$ cat config.mk
export PLATFORM = sky130hd
export DESIGN_NAME = lenient_utf8_decoder
export DESIGN_NICKNAME = d
export VERILOG_FILES = /design/src/rtl/lutf8_pkg.sv /design/src/rtl/lenient_utf8_decoder.sv
export SDC_FILE = /design/constraint.sdc
export NUM_CORES = 1
export LEC_CHECK = 0
export BUFFER_PORTS_ARGS = -buffer_cell sky130_fd_sc_hd__clkbuf_2
export CELL_PAD_IN_SITES_DETAIL_PLACEMENT = 1
export CELL_PAD_IN_SITES_GLOBAL_PLACEMENT = 2
export CORE_AREA = 10 10 90 92
export CTS_CLUSTER_DIAMETER = 120
export DETAILED_ROUTE_END_ITERATION = 6
export DIE_AREA = 0 0 100 102
export PLACE_DENSITY_LB_ADDON = 0.1
export SKIP_CTS_REPAIR_TIMING = 1
export SYNTH_ARGS = -nofsm -noshare
export SYNTH_HDL_FRONTEND = slang
export SYNTH_SLANG_ARGS = --single-unit
$ cat constraint.sdc
create_clock -name clk -period 3.19 [get_ports clk]
set_clock_uncertainty 0.2 [all_clocks]
set_input_delay 0.7975 -clock clk [delete_from_list [all_inputs] [get_ports clk]]
set_output_delay 0.7975 -clock clk [all_outputs]
set_load 0.01 [all_outputs]
$ cat src/rtl/lutf8_pkg.sv
`timescale 1ns / 1ps
// ----------------------------------------------------------------------------
// Lenient UTF-8 decoder package
// Widths and byte class constants shared by the decoder.
// ----------------------------------------------------------------------------
package lutf8_pkg;

  localparam int BYTE_W      = 8;
  localparam int CP_W        = 21;
  localparam int OUT_TDATA_W = ((CP_W + 7) / 8) * 8;
  localparam int REM_W       = 2;
  localparam int CONT_BITS   = 6;

  // Lead byte class limits.
  localparam logic [BYTE_W-1:0] ASCII_LIMIT = 8'h80;
  localparam logic [BYTE_W-1:0] TWO_LIMIT   = 8'hE0;
  localparam logic [BYTE_W-1:0] THREE_LIMIT = 8'hF0;

  // Continuation recognition and payload masks.
  localparam logic [BYTE_W-1:0] CONT_SEL  = 8'hC0;
  localparam logic [BYTE_W-1:0] CONT_TAG  = 8'h80;
  localparam logic [BYTE_W-1:0] CONT_MASK = 8'h3F;
  localparam logic [BYTE_W-1:0] TWO_MASK   = 8'h1F;
  localparam logic [BYTE_W-1:0] THREE_MASK = 8'h0F;
  localparam logic [BYTE_W-1:0] FOUR_MASK  = 8'h07;

  localparam logic [BYTE_W-1:0] END_BYTE = 8'h00;

  // Continuations still expected after each lead class.
  localparam logic [REM_W-1:0] REM_NONE  = 2'd0;
  localparam logic [REM_W-1:0] REM_TWO   = 2'd1;
  localparam logic [REM_W-1:0] REM_THREE = 2'd2;
  localparam logic [REM_W-1:0] REM_FOUR  = 2'd3;

endpackage

$ cat src/rtl/lenient_utf8_decoder.sv
`timescale 1ns / 1ps
// ----------------------------------------------------------------------------
// Lenient UTF-8 decoder
// Decodes one text byte per transfer into code points and end-of-text marks.
// ----------------------------------------------------------------------------
// Channel   Direction  Payload
// s_axis    in         tdata[7:0] = text_byte
// m_axis    out        tdata[20:0] = code_point (upper bits zero), tlast = end_of_text
//
// One byte is accepted per cycle while m_axis is not stalled; a byte is registered,
// decoded in one step against the sequence state and its result, if any, lands in
// the output register, so a result passes through the input and output registers.
// The decode step advances whenever the output register is empty or being
// taken, so a stall on m_axis holds the input register and then s_axis.
// Synchronous reset clears the sequence state and both valid flags.
// ----------------------------------------------------------------------------
module lenient_utf8_decoder
  import lutf8_pkg::*;
(
  input  logic                   clk,
  input  logic                   rst,
  input  logic                   s_axis_tvalid,
  output logic                   s_axis_tready,
  input  logic [BYTE_W-1:0]      s_axis_tdata,   // [7:0] text_byte
  output logic                   m_axis_tvalid,
  input  logic                   m_axis_tready,
  output logic [OUT_TDATA_W-1:0] m_axis_tdata,   // [20:0] code_point, rest zero
  output logic                   m_axis_tlast    // end_of_text
);

  logic              in_valid;
  logic [BYTE_W-1:0] in_byte;

  logic              out_valid;
  logic [CP_W-1:0]   out_cp;
  logic              out_eot;

  logic [REM_W-1:0]  remaining;
  logic [CP_W-1:0]   acc;

  logic [REM_W-1:0]  remaining_next;
  logic [CP_W-1:0]   acc_next;
  logic              emit;
  logic [CP_W-1:0]   emit_cp;
  logic              emit_eot;
  logic [CP_W-1:0]   acc_shifted;
  logic              is_cont;
  logic              advance;
  logic              step;

  assign advance       = !out_valid || m_axis_tready;
  assign step          = in_valid && advance;
  assign s_axis_tready = !in_valid || advance;

  assign is_cont     = (in_byte & CONT_SEL) == CONT_TAG;
  assign acc_shifted = {acc[CP_W-CONT_BITS-1:0], in_byte[CONT_BITS-1:0]};

  always_comb begin
    remaining_next = remaining;
    acc_next       = acc;
    emit           = 1'b0;
    emit_cp        = '0;
    emit_eot       = 1'b0;
    if (remaining != REM_NONE && is_cont) begin
      remaining_next = remaining - 1'b1;
      acc_next       = acc_shifted;
      if (remaining == REM_TWO) begin
        acc_next = '0;
        emit     = acc_shifted != '0;
        emit_cp  = acc_shifted;
      end
    end else begin
      // A non-continuation inside a sequence drops it and starts afresh.
      if (in_byte == END_BYTE) begin
        remaining_next = REM_NONE;
        acc_next       = '0;
        emit           = 1'b1;
        emit_eot       = 1'b1;
      end else if (in_byte < ASCII_LIMIT) begin
        remaining_next = REM_NONE;
        acc_next       = '0;
        emit           = 1'b1;
        emit_cp        = {{(CP_W-BYTE_W){1'b0}}, in_byte};
      end else if (in_byte < TWO_LIMIT) begin
        remaining_next = REM_TWO;
        acc_next       = {{(CP_W-BYTE_W){1'b0}}, in_byte & TWO_MASK};
      end else if (in_byte < THREE_LIMIT) begin
        remaining_next = REM_THREE;
        acc_next       = {{(CP_W-BYTE_W){1'b0}}, in_byte & THREE_MASK};
      end else begin
        remaining_next = REM_FOUR;
        acc_next       = {{(CP_W-BYTE_W){1'b0}}, in_byte & FOUR_MASK};
      end
    end
  end

  always_ff @(posedge clk) begin
    if (rst) begin
      in_valid <= 1'b0;
    end else if (s_axis_tready) begin
      in_valid <= s_axis_tvalid;
    end
    if (s_axis_tready && s_axis_tvalid) begin
      in_byte <= s_axis_tdata;
    end
  end

  always_ff @(posedge clk) begin
    if (rst) begin
      remaining <= REM_NONE;
      acc       <= '0;
      out_valid <= 1'b0;
    end else begin
      if (step) begin
        remaining <= remaining_next;
        acc       <= acc_next;
      end
      if (advance) begin
        out_valid <= step && emit;
      end
    end
    if (step && emit) begin
      out_cp  <= emit_cp;
      out_eot <= emit_eot;
    end
  end

  assign m_axis_tvalid = out_valid;
  assign m_axis_tdata  = {{(OUT_TDATA_W-CP_W){1'b0}}, out_cp};
  assign m_axis_tlast  = out_eot;

  a_end_mark_zero: assert property (@(posedge clk) disable iff (rst)
    out_valid && out_eot |-> out_cp == '0)
    else $error("end mark carries a non-zero code point");

  a_cp_nonzero: assert property (@(posedge clk) disable iff (rst)
    out_valid && !out_eot |-> out_cp != '0)
    else $error("zero code point delivered");

  a_end_clears: assert property (@(posedge clk) disable iff (rst)
    step && in_byte == END_BYTE |=> remaining == REM_NONE && acc == '0)
    else $error("end of text left sequence state behind");

  a_idle_acc_clear: assert property (@(posedge clk) disable iff (rst)
    remaining == REM_NONE |-> acc == '0)
    else $error("accumulator holds bits with no sequence open");

  a_four_lead_bound: assert property (@(posedge clk) disable iff (rst)
    remaining == REM_FOUR |-> acc[CP_W-1:3] == '0)
    else $error("four-byte lead left too many accumulator bits");

endmodule
* Yosys cells after proc, flatten, opt, wreduce, memory -nomap -nowiden
Cells that the tools add are included.
** Word-level totals
- Register bits :: 49
- Input port bits :: 12
- Output and inout port bits :: 27
- Logic and storage cells :: 44
** Cells by class
- Add/sub/neg operators :: 1
- Order comparisons :: 3
- Equal/unequal tests :: 2
- Multiplexer cells :: 20
- Reductions and logical operators :: 11
** Operators by type and width (number)
- two-way mux 21 bit :: 2
- two-way mux 15 bit :: 2
- < comparator 8 bit, second input constant :: 3
- nonzero test 21 bit :: 1
- two-way mux 8 bit :: 2
- two-way mux 5 bit :: 3
- logical NOT 8 bit :: 1
- two-way mux 2 bit :: 4
- two-way mux 1 bit :: 6
- logical AND 1 bit :: 4
- two-way mux 4 bit :: 1
- == test 2 x 1 -> 1 bit, second input constant :: 1
- == test 2 bit, second input constant :: 1
- logical NOT 1 bit :: 2
- logical OR 1 bit :: 2
- nonzero test 2 bit :: 1
- subtractor 2 x 1 -> 2 bit, second input constant :: 1

* Longest topological paths before layout
- Word-level depth :: 6
- Mapped depth :: 7

* Least setup slack after synthesis
OpenSTA, ideal clock, no wires.
- Kind :: input to register
- Start point :: input m_axis_tready
- End point :: register out_eot (netlist: m_axis_tlast), enable pin
- Data arrival time :: 2.807 ns
- Required time :: 2.561 ns
- Slack :: -0.246 ns
- Stages :: 4
- Path buffers :: 1
- Cells stage by stage :: nand2b_2 nand2_2 buf_4 nor3_1
** Between the ends
- Cells in the longest elaborated chain, start to end :: 3
** RTL lines
- from (decl) :: line lenient_utf8_decoder.sv:26 : input logic m_axis_tready,
- logical OR 1 bit :: line lenient_utf8_decoder.sv:51 : assign advance = !out_valid || m_axis_tready;
- logical AND 1 bit :: line lenient_utf8_decoder.sv:52 : assign step = in_valid && advance;
- logical AND 1 bit :: line lenient_utf8_decoder.sv:122 : if (step && emit) begin
- to (signal assigned) :: line lenient_utf8_decoder.sv:124 : out_eot <= emit_eot;
- to (decl) :: line lenient_utf8_decoder.sv:36 : logic out_eot;
Every way passes these cells.
A chain may end at the register's enable or synchronous reset.

* Final worst setup path
- Start point :: input m_axis_tready
- End point :: output s_axis_tready
** Between the ends
- Cells in the longest elaborated chain, start to end :: 2
** RTL lines
- logical OR 1 bit :: line lenient_utf8_decoder.sv:51
- logical OR 1 bit :: line lenient_utf8_decoder.sv:53 : assign s_axis_tready = !in_valid || advance;
- to (decl) :: line lenient_utf8_decoder.sv:23 : output logic s_axis_tready,
Every way passes these cells.

==> metrics.cfg <==
[status]
outcome=complete, no violations

[yosys]
synth_top_family_by_area=simple AND/OR/NAND/NOR gates
synthCells=162
synth_area_sq_um=1980
yosysTopAreaCell=edfxtp_1
synth_seq_area_share_pct=64.6
synth_seq_cells=49
synthAdderAreaFrac_pct=1.26
synthTopCellsByArea=edfxtp_1 (45%), dfxtp_1 (19%), and2_1 (5.1%)
synth_common_cells=edfxtp_1 (30), dfxtp_1 (19), and2_1 (16), nor2_1 (16), nand2_1 (10)
ys_async_sr_fraction_pct=0
post-synth-top-count-cell=edfxtp_1
synth_compound_gate_area_share_pct=9.72
yosys.area_share.simple_pct=19.3
synth_top_flop_cell=edfxtp_1
yosys.cell_types.count=35
synth_edf_count=30
yosysWarnings=0
synth_xor_area_share_pct=0
post_synth.cell_area_avg_sq_um=12.2
netlist.area_leader.share_pct=45.5
synthMuxAreaShare_pct=0

[grt]
gr-total-overflow=0
grt_pass1_wl_mm=7.18
grt_pass1_vias=1365
globalRouteTotalUtil_pct=8.86
antenna_found_initial=0
grt_max_degree=23

[die]
die_area_sq_um=10200
die_h_microns=102
initial_core_util_pct=31.6
core_sq_um=6280
num_rows=29
io_pins=39
die_x_microns=100

[detailed_routing]
postRouteAntennaNets=0
drc=0
firstDrtPassIters=4
drt-wirelength-per-cell_microns=16.5
vias_per_cell=4.84
drt_wl_total_mm=4.53
drt_iter0_markers=29
vias=1325

[cts]
cts_made_buffers=5
insertion_delay_ns=0.30
cts_root_buffer=clkbuf_8
cts_tree=built
clk_transition_reported_paths_ns=0.09
cts.sinks=49
clk_path_buf_depth=2
htree_levels=2

[setup_path]
cp-start-kind=primary input
critPathArrivalTime_ns=1.29
reg2reg_depth=5
path_class=in -> out
crit_fanout=2
critPathRequiredTime_ns=2.19
endpoint_kind=output port

[power_and_ir_drop]
finalPower_mw=1.12
vdd_drop_max_v=0.000204
power.leakage_nw=0.859
cellPowerDensity_nw_per_um2=494

[final_layout]
area_growth_syn_to_layout_pct=15.0
finish.cell_count_without_fillers=274
layout.nets=210
drive_above_1_share_pct=26.9
diodes=0
finalInstanceArea_sq_um=2280
final_util_pct=36.3

[place]
pre_cts_ws_ns=0.792
io_buffers=35
hpwl_mm=3.30
place_area_sq_um=2190
gp_congestion=0.769
dp.cells=266

[sta]
fmax_mhz=438
rsz0062_at_grt=no
drv_slew=0
worst_slack_ns=0.905
period_share_pct=71.6
setup_tns_ns=0
setup_viol=0
period_minus_slack_ns=2.29
finalHoldViolCount=0
whs_ns=0.289

[hold_path]
worstHoldPathCells=2
hold_class=reg -> reg

[flow_run]
max_cap_violations=0

## worst paths after layout
| check | start | to | slack (ns) |
|---|---|---|---|
| max | m_axis_tready | s_axis_tready | 0.90 |
| max reg2reg | in_byte[5] | m_axis_tlast | 1.18 |
| min | remaining[0] | remaining[0] | 0.29 |
| min reg2reg | remaining[0] | remaining[0] | 0.29 |
## layout make-up
| class | count | area, sq um |
|---|---|---|
| Fill cell | 717 | 4000 |
| Inverter | 4 | 15.0 |
| Multi-Input combinational cell | 100 | 617 |
| Clock buffer | 5 | 68.8 |
| Timing Repair Buffer | 36 | 183 |
| Tap cell | 77 | 96.3 |
| Sequential cell | 49 | 1280 |
| Clock inverter | 3 | 17.5 |
## metal layers
layer / track usage (%) / vias to the layer above / wire length, microns
met1: 9.68 / 649 / 1980
li1: - / 642 / -
met4: 2.93 / 0 / 33
met5: 0 / - / 0
met3: 3.10 / 5 / 212
met2: 15.7 / 29 / 2300
## report_power, final
group / internal [mW] / total (mW) / switching [mW]
Clock: 0.152 / 0.360 / 0.208
Combinational: 0.0234 / 0.0637 / 0.0403
Sequential: 0.687 / 0.701 / 0.0146
## layout by cell type, fill, tap and decap left out, types with 3 or more instances in the layout
| cell type | instances |
|---|---|
| nand2_1 | 10 |
| a22oi_1 | 8 |
| and2_1 | 16 |
| clkbuf_2 | 35 |
| clkbuf_8 | 5 |
| nor4_1 | 4 |
| dfxtp_1 | 19 |
| nor2_1 | 16 |
| edfxtp_1 | 30 |
| nand3_1 | 5 |
| conb_1 | 3 |
| inv_1 | 4 |
| and2b_1 | 3 |
| nor2b_1 | 3 |
| a21oi_1 | 8 |
## cells by family after synthesis
family          Yosys count
simple gates             69
flops                    49
compound gates           26
buf+inv                  15
fa+ha+maj                 2
other cells               1
## critical path: stages
cell      delay (ns)
clkbuf_2        0.09
nor2b_1         0.16
nand2_1         0.09
clkbuf_2        0.14
## sequential cells by signal, summed over array words and instances, names as in the netlist
register / count
out_cp: 21
m_axis_tlast: 1
in_valid: 1
acc: 15
m_axis_tvalid: 1
remaining: 2
in_byte: 8
Power figures use the tool's default switching activity.
